$ cat config.mk
export PLATFORM = sky130hd
export DESIGN_NAME = radio_command_frame_parser
export DESIGN_NICKNAME = d
export VERILOG_FILES = /design/src/sv/rcfp_pkg.sv /design/src/sv/rcfp_front.sv /design/src/sv/rcfp_queue.sv /design/src/sv/rcfp_back.sv /design/src/sv/radio_command_frame_parser.sv
export SDC_FILE = /design/constraint.sdc
export NUM_CORES = 2
export LEC_CHECK = 0
export ABC_AREA = 1
export ABC_CLOCK_PERIOD_IN_PS = 14900
export BUFFER_PORTS_ARGS = -buffer_cell sky130_fd_sc_hd__buf_2
export CAP_MARGIN = 15
export CORE_MARGIN = 10
export CORE_UTILIZATION = 30
export CTS_CLUSTER_DIAMETER = 100
export DETAILED_ROUTE_END_ITERATION = 10
export MAX_ROUTING_LAYER = met4
export PLACE_DENSITY = 0.45
export SYNTH_ARGS = -nofsm -noshare
export SYNTH_HDL_FRONTEND = slang
export SYNTH_SLANG_ARGS = --single-unit
$ cat constraint.sdc
create_clock -name clk -period 14.9 [get_ports clk]
set_clock_uncertainty 0.05 [all_clocks]
set_input_delay 2.235 -clock clk [delete_from_list [all_inputs] [get_ports clk]]
set_output_delay 2.235 -clock clk [all_outputs]
set_load 0.005 [all_outputs]
$ cat src/sv/rcfp_pkg.sv
`timescale 1ns / 1ps
`default_nettype none
// ----------------------------------------------------------------------------
// Radio command frame parser package
// Shared types, codes and the single-precision scaling helpers.
// ----------------------------------------------------------------------------
package rcfp_pkg;

  typedef enum logic [2:0] {
    CLS_NONE = 3'd0,
    CLS_G    = 3'd1,
    CLS_S    = 3'd2,
    CLS_T    = 3'd3,
    CLS_M    = 3'd4
  } cls_t;

  localparam logic [1:0] KIND_GO   = 2'd0;
  localparam logic [1:0] KIND_MODE = 2'd1;
  localparam logic [1:0] KIND_GPS  = 2'd2;
  localparam logic [1:0] KIND_MOVE = 2'd3;

  // Direction operations for a manual move.
  typedef enum logic [2:0] {
    DIR_N = 3'd0,
    DIR_S = 3'd1,
    DIR_E = 3'd2,
    DIR_W = 3'd3,
    DIR_U = 3'd4,
    DIR_D = 3'd5
  } dir_t;

  // 8.98e-6f: sign 0, exponent 110, mantissa with hidden bit.
  localparam logic [7:0]  K_EXP = 8'd110;
  localparam logic [23:0] K_MAN = 24'h96A8CE;

  // Classified frame handed from the front to the back.
  typedef struct packed {
    logic        ok;
    logic [1:0]  kind;
    logic [9:0]  num;
    logic        go;
    logic [3:0]  mode;
    logic [31:0] lat;
    logic [31:0] lon;
    logic [31:0] alt;
    logic        photo;
    logic        scale;   // manual N/S/E/W: product still to be formed
    dir_t        dir;
  } frame_t;

  typedef struct packed {
    logic        ok;
    logic [1:0]  kind;
    logic [9:0]  num;
    logic        go;
    logic [3:0]  mode;
    logic [31:0] lat;
    logic [31:0] lon;
    logic [31:0] alt;
    logic        photo;
  } result_t;

  function automatic logic [3:0] hexv(input logic [7:0] c, output logic bad);
    logic [3:0] v;
    bad = 1'b0;
    v = 4'd0;
    if (c >= 8'h30 && c <= 8'h39) v = 4'(c - 8'h30);
    else if (c >= 8'h61 && c <= 8'h66) v = 4'(c - 8'h57);
    else if (c >= 8'h41 && c <= 8'h46) v = 4'(c - 8'h37);
    else bad = 1'b1;
    return v;
  endfunction

endpackage
`default_nettype wire

$ cat src/sv/rcfp_front.sv
`timescale 1ns / 1ps
`default_nettype none
// ----------------------------------------------------------------------------
// Frame front end
// Absorbs one character per transfer and classifies a finished frame.
// ----------------------------------------------------------------------------
module rcfp_front (
  input  wire                  clk,
  input  wire                  rst_n,
  input  wire                  in_valid,
  output logic                 in_ready,
  input  wire  [7:0]           byte_i,
  input  wire                  last_i,
  output logic                 fr_valid,
  input  wire                  fr_ready,
  output rcfp_pkg::frame_t     fr
);
  import rcfp_pkg::*;

  logic [4:0]  pos_r;
  cls_t        cls_r;
  logic        idok_r;
  logic [9:0]  id_r;
  logic [31:0] acc_r;
  logic        hexok_r;
  logic [31:0] w0_r, w1_r, w2_r;
  logic [7:0]  sel_r, flag_r;
  logic        fv_r;
  frame_t      fr_r;

  logic        take;
  logic [4:0]  p;
  cls_t        cls_n;
  logic        idok_n, hexok_n;
  logic [9:0]  id_n;
  logic [31:0] acc_n, w0_n, w1_n, w2_n;
  logic [7:0]  sel_n, flag_n;
  logic        hbad;
  logic [3:0]  hv;
  frame_t      f;
  logic [4:0]  len;

  assign in_ready = !fv_r || fr_ready;
  assign take = in_valid && in_ready;
  assign p = pos_r;
  assign fr_valid = fv_r;
  assign fr = fr_r;

  always_comb begin
    cls_n = cls_r; idok_n = idok_r; id_n = id_r; acc_n = acc_r; hexok_n = hexok_r;
    w0_n = w0_r; w1_n = w1_r; w2_n = w2_r; sel_n = sel_r; flag_n = flag_r;
    hv = hexv(byte_i, hbad);
    if (p == 5'd0) begin
      case (byte_i)
        8'h47:   cls_n = CLS_G;
        8'h53:   cls_n = CLS_S;
        8'h54:   cls_n = CLS_T;
        8'h4D:   cls_n = CLS_M;
        default: cls_n = CLS_NONE;
      endcase
    end else if (p <= 5'd3) begin
      if (byte_i >= 8'h30 && byte_i <= 8'h39)
        id_n = 10'(id_r * 10'd10 + 10'(byte_i - 8'h30));
      else idok_n = 1'b0;
    end else if (cls_r == CLS_G || cls_r == CLS_S) begin
      if (p == 5'd4) flag_n = byte_i;
    end else if (cls_r == CLS_T) begin
      if (p <= 5'd27) begin
        if (hbad) hexok_n = 1'b0;
        acc_n = {acc_r[27:0], hv};
        if (p[2:0] == 3'd3) begin
          if (p == 5'd11) w0_n = acc_n;
          else if (p == 5'd19) w1_n = acc_n;
          else w2_n = acc_n;
          acc_n = '0;
        end
      end else if (p == 5'd28) flag_n = byte_i;
    end else if (cls_r == CLS_M) begin
      if (p == 5'd4) sel_n = byte_i;
      else if (p <= 5'd12) begin
        if (hbad) hexok_n = 1'b0;
        acc_n = {acc_r[27:0], hv};
        if (p == 5'd12) begin
          w0_n = acc_n;
          acc_n = '0;
        end
      end
    end
  end

  always_comb begin
    len = (pos_r == 5'd31) ? 5'd31 : 5'(pos_r + 5'd1);
    f = '0;
    f.dir = DIR_N;
    f.num = id_n;
    f.ok = idok_n;
    case (cls_n)
      CLS_G: begin
        f.kind = KIND_GO;
        f.go = flag_n[0];
        if (len != 5'd5 || (flag_n != 8'h30 && flag_n != 8'h31)) f.ok = 1'b0;
      end
      CLS_S: begin
        f.kind = KIND_MODE;
        if (flag_n >= 8'h30 && flag_n <= 8'h39) f.mode = 4'(flag_n - 8'h30);
        else if (flag_n == 8'h41) f.mode = 4'd10;
        else f.ok = 1'b0;
        if (len != 5'd5) f.ok = 1'b0;
      end
      CLS_T: begin
        f.kind = KIND_GPS;
        f.lat = w0_n; f.lon = w1_n; f.alt = w2_n;
        f.photo = flag_n[0];
        if (len != 5'd29 || !hexok_n || (flag_n != 8'h30 && flag_n != 8'h31))
          f.ok = 1'b0;
      end
      CLS_M: begin
        f.kind = KIND_MOVE;
        f.lat = w0_n;
        f.scale = 1'b1;
        case (sel_n)
          8'h4E: f.dir = DIR_N;
          8'h53: f.dir = DIR_S;
          8'h45: f.dir = DIR_E;
          8'h57: f.dir = DIR_W;
          8'h55: begin f.dir = DIR_U; f.scale = 1'b0; f.lat = '0; f.alt = w0_n; end
          8'h44: begin
            f.dir = DIR_D; f.scale = 1'b0; f.lat = '0; f.alt = {~w0_n[31], w0_n[30:0]};
          end
          default: f.ok = 1'b0;
        endcase
        if (len != 5'd13 || !hexok_n) f.ok = 1'b0;
      end
      default: f.ok = 1'b0;
    endcase
    if (!f.ok) f = '0;
  end

  always_ff @(posedge clk) begin
    if (!rst_n) begin
      fv_r <= 1'b0;
      pos_r <= '0; cls_r <= CLS_NONE; idok_r <= 1'b1; id_r <= '0; acc_r <= '0;
      hexok_r <= 1'b1; w0_r <= '0; w1_r <= '0; w2_r <= '0; sel_r <= '0; flag_r <= '0;
    end else begin
      if (take && last_i) fv_r <= 1'b1;
      else if (fr_ready) fv_r <= 1'b0;
      if (take) begin
        if (last_i) begin
          fr_r <= f;
          pos_r <= '0; cls_r <= CLS_NONE; idok_r <= 1'b1; id_r <= '0; acc_r <= '0;
          hexok_r <= 1'b1; w0_r <= '0; w1_r <= '0; w2_r <= '0; sel_r <= '0;
          flag_r <= '0;
        end else begin
          pos_r <= (pos_r == 5'd31) ? pos_r : 5'(pos_r + 5'd1);
          cls_r <= cls_n; idok_r <= idok_n; id_r <= id_n; acc_r <= acc_n;
          hexok_r <= hexok_n; w0_r <= w0_n; w1_r <= w1_n; w2_r <= w2_n;
          sel_r <= sel_n; flag_r <= flag_n;
        end
      end
    end
  end
endmodule
`default_nettype wire

$ cat src/sv/rcfp_queue.sv
`timescale 1ns / 1ps
`default_nettype none
// ----------------------------------------------------------------------------
// Frame queue
// Two-entry queue between the front end and the back end.
// ----------------------------------------------------------------------------
module rcfp_queue (
  input  wire               clk,
  input  wire               rst_n,
  input  wire               wr_valid,
  output logic              wr_ready,
  input  rcfp_pkg::frame_t  wr_data,
  output logic              rd_valid,
  input  wire               rd_ready,
  output rcfp_pkg::frame_t  rd_data
);
  import rcfp_pkg::*;

  frame_t     mem_r [2];
  logic       wp_r, rp_r;
  logic [1:0] cnt_r;
  logic       wr, rd;

  assign wr_ready = cnt_r != 2'd2;
  assign rd_valid = cnt_r != 2'd0;
  assign rd_data = mem_r[rp_r];
  assign wr = wr_valid && wr_ready;
  assign rd = rd_valid && rd_ready;

  always_ff @(posedge clk) begin
    if (wr) mem_r[wp_r] <= wr_data;
    if (!rst_n) begin
      wp_r <= 1'b0; rp_r <= 1'b0; cnt_r <= '0;
    end else begin
      if (wr) wp_r <= ~wp_r;
      if (rd) rp_r <= ~rp_r;
      cnt_r <= 2'(cnt_r + {1'b0, wr} - {1'b0, rd});
    end
  end
endmodule
`default_nettype wire

$ cat src/sv/rcfp_back.sv
`timescale 1ns / 1ps
`default_nettype none
// ----------------------------------------------------------------------------
// Frame back end
// Forms the scaled distance with a two-stage float multiply and holds the
// result until it is taken.
// ----------------------------------------------------------------------------
module rcfp_back (
  input  wire                clk,
  input  wire                rst_n,
  input  wire                fr_valid,
  output logic               fr_ready,
  input  rcfp_pkg::frame_t   fr,
  output logic               out_valid,
  input  wire                out_ready,
  output rcfp_pkg::result_t  res
);
  import rcfp_pkg::*;

  // Stage 1: mantissa product and exponent prep.
  logic        v1_r;
  frame_t      f1_r;
  logic [47:0] prod_r;
  logic [9:0]  e1_r;     // biased sum exponent, offset by +128
  logic        nan1_r, inf1_r, zero1_r;
  logic [31:0] d1_r;
  // Stage 2 output.
  logic        v2_r;
  result_t     res_r;

  logic        adv1, adv2;
  logic [31:0] d;
  logic [7:0]  de;
  logic [22:0] dm;
  logic [23:0] ma;
  logic [5:0]  lz;
  logic        found;
  logic        sub;

  assign adv2 = !v2_r || out_ready;
  assign adv1 = !v1_r || adv2;
  assign fr_ready = adv1;
  assign out_valid = v2_r;
  assign res = res_r;

  assign d = fr.lat;
  assign de = d[30:23];
  assign dm = d[22:0];
  assign sub = (de == 8'd0);

  always_comb begin
    ma = sub ? {1'b0, dm} : {1'b1, dm};
    lz = 6'd0;
    found = 1'b0;
    for (int i = 23; i >= 0; i--) begin
      if (ma[i] && !found) begin
        lz = 6'(23 - i);
        found = 1'b1;
      end
    end
  end

  always_ff @(posedge clk) begin
    if (adv1) begin
      f1_r <= fr;
      d1_r <= d;
      prod_r <= 48'(ma << lz) * 48'(K_MAN);
      // unbiased: (de or 1) - 127 - lz + (110 - 127) ; stored + 127 + 128
      e1_r <= 10'(({2'b0, (sub ? 8'd1 : de)}) + 10'd128 - 10'd127 + {2'b0, K_EXP}
              - {4'b0, lz});
      nan1_r <= (de == 8'hFF) && (dm != '0);
      inf1_r <= (de == 8'hFF) && (dm == '0);
      zero1_r <= sub && (dm == '0);
    end
  end

  // Stage 2: normalize, round to nearest even, pack.
  logic [47:0] pn;
  logic [10:0] en;         // exponent + 128
  logic [72:0] sh;
  logic [23:0] mk;
  logic        g, st, rnd;
  logic [24:0] mr;
  logic [10:0] ef;
  logic [31:0] mag;
  logic [5:0]  ds;
  result_t     r;

  always_comb begin
    if (prod_r[47]) begin
      pn = prod_r; en = {1'b0, e1_r} + 11'd1;
    end else begin
      pn = {prod_r[46:0], 1'b0}; en = {1'b0, e1_r};
    end
    // en-128 is the biased result exponent; below 1 it is subnormal.
    ds = 6'd0;
    if (en < 11'd129) ds = (11'd129 - en > 11'd26) ? 6'd26 : 6'(11'd129 - en);
    sh = {pn, 25'd0} >> ds;
    mk = sh[72:49];
    g = sh[48];
    st = |sh[47:0];
    rnd = g && (st || mk[0]);
    mr = {1'b0, mk} + {24'd0, rnd};
    // A subnormal that rounds up to the hidden bit becomes the smallest normal.
    ef = (ds != 6'd0) ? 11'd129 : en;
    if (mr[24]) begin
      ef = 11'(ef + 11'd1);
      mr = mr >> 1;
    end
    if (ds != 6'd0 && !mr[23]) mag = {1'b0, 8'd0, mr[22:0]};
    else if (ef >= 11'd383) mag = {1'b0, 8'hFF, 23'd0};
    else mag = {1'b0, 8'(ef - 11'd128), mr[22:0]};
    if (nan1_r) mag = {1'b0, d1_r[30:0]} | 32'h0040_0000;
    else if (inf1_r) mag = {1'b0, 8'hFF, 23'd0};
    else if (zero1_r) mag = '0;
    if (!nan1_r) mag[31] = d1_r[31];
    else mag[31] = d1_r[31];

    r.ok = f1_r.ok; r.kind = f1_r.kind; r.num = f1_r.num; r.go = f1_r.go;
    r.mode = f1_r.mode; r.lat = f1_r.lat; r.lon = f1_r.lon; r.alt = f1_r.alt;
    r.photo = f1_r.photo;
    if (f1_r.scale) begin
      r.lat = '0; r.lon = '0;
      case (f1_r.dir)
        DIR_N:   r.lat = mag;
        DIR_S:   r.lat = {~mag[31], mag[30:0]};
        DIR_E:   r.lon = mag;
        DIR_W:   r.lon = {~mag[31], mag[30:0]};
        default: r.lat = '0;
      endcase
    end
  end

  always_ff @(posedge clk) begin
    if (adv2 && v1_r) res_r <= r;
    if (!rst_n) begin
      v1_r <= 1'b0; v2_r <= 1'b0;
    end else begin
      if (adv1) v1_r <= fr_valid;
      if (adv2) v2_r <= v1_r;
    end
  end
endmodule
`default_nettype wire

$ cat src/sv/radio_command_frame_parser.sv
`timescale 1ns / 1ps
`default_nettype none
// ----------------------------------------------------------------------------
// Radio command frame parser
// Parses ASCII command frames into decoded commands.
// ----------------------------------------------------------------------------
// Input transfers carry one message character each in in_tdata and mark the
// final character with in_tlast. One transfer is taken every cycle while
// in_tready is high. On the final character the front end classifies the
// whole frame (opcode, ID digits, hex words, flag, mode or direction) and
// pushes it into a two-entry queue. The back end forms the scaled distance of
// a manual move with a two-stage single-precision multiply (round to nearest
// even). Each frame gives exactly one result transfer; a rejected frame gives
// accepted=0 with all other fields zero. While in_tready is high, throughput
// is one character per cycle, and one frame per cycle for single-character
// frames, set by the front end taking one character a cycle.
// When the receiver holds out_tready low, results pile up in the back end and
// the queue, and in_tready falls only once all of them are full.
// A synchronous active-low reset clears all parse state and empties the
// queue and pipeline; no result is pending afterwards.
// ----------------------------------------------------------------------------
module radio_command_frame_parser (
  input  wire          clk,
  input  wire          rst_n,
  input  wire          in_tvalid,
  output logic         in_tready,
  input  wire  [7:0]   in_tdata,   // message_byte
  input  wire          in_tlast,   // end_of_message
  output logic         out_tvalid,
  input  wire          out_tready,
  // [0] accepted, [2:1] command_kind, [12:3] command_number, [13] go_flag,
  // [17:14] new_mode, [49:18] lat_word, [81:50] lon_word, [113:82] alt_word,
  // [114] photo_flag, [119:115] zero
  output logic [119:0] out_tdata
);
  import rcfp_pkg::*;

  frame_t  ff, qf;
  logic    fv, fr, qv, qr;
  result_t r;

  rcfp_front u_front (
    .clk, .rst_n, .in_valid(in_tvalid), .in_ready(in_tready), .byte_i(in_tdata),
    .last_i(in_tlast), .fr_valid(fv), .fr_ready(fr), .fr(ff)
  );

  rcfp_queue u_queue (
    .clk, .rst_n, .wr_valid(fv), .wr_ready(fr), .wr_data(ff),
    .rd_valid(qv), .rd_ready(qr), .rd_data(qf)
  );

  rcfp_back u_back (
    .clk, .rst_n, .fr_valid(qv), .fr_ready(qr), .fr(qf),
    .out_valid(out_tvalid), .out_ready(out_tready), .res(r)
  );

  assign out_tdata = {5'd0, r.photo, r.alt, r.lon, r.lat, r.mode, r.go, r.num,
                      r.kind, r.ok};
endmodule
`default_nettype wire

==> results.txt <==
The maximum number of pins on one net before global-route repair came out at between 100 and 150. After floorplanning, the core was divided into 152 placement rows. The horizontal extent of the die is 436.0 microns. The combined flip-flop and latch cell area is 0.02289 sq mm.

The count of pins on the block boundary came out at about 140. The routed via count divided by cell count is roughly 4.6. The first global-routing pass estimated 236100 microns of wire. Measured against its own limit, the worst slew margin works out to 17.25%.

Once the floorplan was initialized, standard cells occupied between 30 and 40% of the core. The setup TNS is 0 ns. The cell depth of the worst flop-to-flop path came out at 36. The clock tree from TritonCTS is yes.

In this run, synthesis inferred 650 flip-flops with an integrated enable. The flow ran to the end, and the final reports show no timing, DRC or antenna violations. The number of distinct standard cells referenced by the synthesized netlist is 65. The layout overhead on the synthesized area is 12.55%. Clock-pin slew was measured on the worst setup and hold paths at approximately 0.060 ns. The final cycle utilization of the critical path is between 80% and 90%. The register area share after synthesis came out at ~44%.

The average instance area after synthesis is between 9 and 10 sq um. After detailed routing, the average wire length per cell comes to 19.30 microns. The quantity of hold-fixing buffers added after cts came out at 0. The final antenna-violating net count came out at 0.

The worst setup path is captured at a register. In this run the standard cell core region covers 0.1719 sq mm. The total number of H-tree levels is 3. The largest individual stage delay along the critical path comes from the cell o21ai_1. The area occupied by multi-input gates is roughly 0.025 sq mm. The worst setup path is launched from a register. The count of synthesis-stage warnings from yosys came out at 0. The initial antenna violation count came to 3. The setup check on the worst reg-to-reg path leaves a slack of 2.68 ns.

The final count of negative-setup-slack endpoints came out at 0. The sink count of the clock tree is 818. The number of resized instances in the post-cts repair step is 0. From bottom edge to top edge, the die measures 436.0 microns.

The min-delay analysis places its worst path in the category register to register. The type of the setup path with the least slack is register to register. Global routing used 16.47% of the available tracks across all layers.

Subtracting the final worst setup slack from the clock period gives 12.22 ns. Setup repair after global routing left no endpoint under its margin. Max-cap violations in this run came to 0.

The flip-flop cell with the highest count after synthesis is edfxtp_1. The number of cells on the critical path is 36. The worst-skew pair later-pin latency is around 0.7 ns. The number of cells on the worst hold path came out at 0. The worst register-to-register path ends at u_back.prod_r[46]. The wire length reported by the detailed router came out at 154600 microns. STA puts the critical path data required time at 15.25 ns. The setup fix buffers added after clock tree synthesis came out at 0. The share of synthesized registers carrying an async set or reset came out at 0%. Synthesis handed over a netlist of 5443 instances. Summed over all nets, the half-perimeter wirelength after detailed placement is 118800 microns. The via count of the first global-routing pass came to 37520. The largest single stage delay on the critical path is 1.06 ns.

The critical path arrival came out at 12.57 ns. The worst setup path endpoint is u_back.prod_r[46]. TritonCTS created 92 clock buffers. The cell class contributing the biggest share of worst-path delay is compound AO/OA/AOI/OAI gates. The most numerous cell type found on the critical path is fa_1. After global routing the overflow that remains totals 0. The flop and latch count out of synthesis came out at between 800 and 900. The floorplan step defined a die boundary enclosing ~0.19 sq mm. The remaining design rule violation count came out at 0. The number of DRC markers in iteration 0 came out at 2392. The quantity of I/O buffers inserted on ports came out at ~130. The number of pins exceeding their max-slew limit in the final report is 0. The net count of the finished layout came out at 6238. The final number of hold-violating endpoints came out at 0. The post-place setup slack came out at approximately 2.7 ns. The final RePlAce weighted congestion is between 0.9 and 1. The post-synthesis instance area came out at just over 0.05 sq mm. The routed layout has 36800 vias. The layout cell share with drive strength beyond 1 is 10.06%. The number of filler instances in the final layout is 17780. The worst hold slack is 0.3665 ns. The top fanout value on the critical path came out at 72.

In the post-route analysis, the smallest setup slack over all paths is 2.679 ns. Counting both buffers and inverters, the worst setup path holds a total of 6. The cell sitting at the root of the clock tree is a clkbuf_16. The maximum number of buffers from clock root to sink came out at 3. The transition time at the pin with the least slew margin is roughly 1.2 ns. The number of iterations in the first detailed-routing pass is 8. The maximum achievable frequency is 0.08183 GHz.
cells in the mapped netlist, types with 5 or more instances:
cell	instances	area share, %
buf_6	13	0.28
o21a_1	8	0.12
nand2_2	20	0.24
xnor2_1	43	0.73
xor2_1	81	1.4
o22ai_1	70	0.84
nand2_1	1154	8.3
mux2_2	88	1.9
a21o_1	10	0.14
nor4_1	15	0.18
buf_2	13	0.13
ha_1	296	7.1
dfxtp_1	168	6.5
nand3b_1	5	0.072
a211oi_1	9	0.13
o21ai_1	26	0.25
nor3_1	47	0.45
inv_1	880	6.4
fa_1	310	12
clkbuf_1	126	0.91
or2_2	68	0.82
inv_2	18	0.13
o21ai_0	269	2.6
a31oi_1	10	0.12
buf_1	17	0.12
nor2_1	334	2.4
nand3_2	7	0.13
nor2_4	8	0.17
a21oi_1	207	2.0
nor2_2	15	0.18
a2bb2oi_1	7	0.12
o31ai_1	8	0.12
o32ai_1	7	0.12
nand3_1	259	2.5
mux2i_1	52	1.0
edfxtp_1	650	38
buf_4	14	0.20
nand4_1	56	0.67
metrics by stage:
| step | util (%) | area (sq um) | instances |
|---|---|---|---|
| final | 33.98 | 58420 | 8013 |
| after global routing | 33.98 | 58410 | 8009 |
| after CTS | 33.97 | 58410 | 8007 |
| after detailed placement | 32.22 | 55400 | 7835 |
| after global placement | 32.22 | 55400 | 7834 |
| after floorplan | - | 52240 | 5531 |
worst min path at each step:
stage | from | end | slack [ns]
final | u_back.f1_r[12] | u_back.res[8] | 0.37
after global routing | u_back.f1_r[18] | u_back.res[14] | 0.37
after CTS | u_back.f1_r[12] | u_back.res[8] | 0.37
after detailed placement | u_back.f1_r[15] | u_back.res[11] | 0.35
after global placement | u_back.f1_r[108] | u_back.res[104] | 0.35
after floorplan | u_back.f1_r[4] | u_back.res[0] | 0.35
metal layers:
layer | up-vias | routed length, microns | global-route usage, %
met1 | 17910 | 71810 | 21.43
met5 | - | 0 | -
met2 | 594 | 73720 | 27.14
met4 | 0 | 4017 | 4.183
li1 | 18110 | - | -
met3 | 183 | 5109 | 2.077
kinds of logic (layout without fill, tap and decap cells):
logic type	count (synthesis)	count (layout)	share of synthesized area, %
compound gates	667	667	7.176
xor+xnor	124	124	2.092
fa+ha+maj	606	606	19.09
buf+inv	1083	1249	8.152
flops	818	818	44.08
mux	140	140	2.912
other cells	2	96	0.01447
simple gates	2003	2003	16.48
layout make-up:
class / instances / area share [%]
repair buffers: 177 / 1.739
diodes: 6 / 0.02570
clock inverters: 59 / 0.9487
flip-flops and latches: 818 / 39.17
clock buffers: 113 / 4.200
well taps: 2310 / 4.947
inverters: 900 / 5.786
multi-input cells: 3630 / 43.18
sequential cells by signal, indices dropped and copies added (netlist names), 2 cells and up, named ones only:
register / flops
u_queue.mem_r: 238
u_front.fr: 119
u_back.res: 115
u_back.f1_r: 87
u_back.prod_r: 47
u_back.d1_r: 32
u_front.w0_r: 32
u_front.w1_r: 32
u_front.w2_r: 32
u_front.acc_r: 28
u_front.id_r: 10
u_back.e1_r: 9
u_front.flag_r: 8
u_front.sel_r: 8
u_front.p: 5
u_front.cls_r: 3
u_queue.cnt_r: 2
cells in the final DEF, fill, tap and decap left out, types with 17 or more instances in the layout:
| cell type | count |
|---|---|
| a21oi_1 | 206 |
| buf_2 | 130 |
| buf_4 | 46 |
| clkbuf_16 | 94 |
| clkinv_1 | 17 |
| clkinv_2 | 20 |
| conb_1 | 90 |
| dfxtp_1 | 167 |
| edfxtp_1 | 650 |
| fa_1 | 310 |
| ha_1 | 296 |
| inv_1 | 880 |
| inv_2 | 18 |
| mux2_2 | 88 |
| mux2i_1 | 52 |
| nand2_1 | 1151 |
| nand2_2 | 22 |
| nand3_1 | 257 |
| nand4_1 | 56 |
| nor2_1 | 329 |
| nor3_1 | 45 |
| o21ai_0 | 267 |
| o21ai_1 | 28 |
| o22ai_1 | 70 |
| or2_2 | 68 |
| xnor2_1 | 43 |
| xor2_1 | 81 |
Power is left out: the tool's default activity adds up to more than one toggle a clock period on the data nets, which glitch-free logic cannot reach.
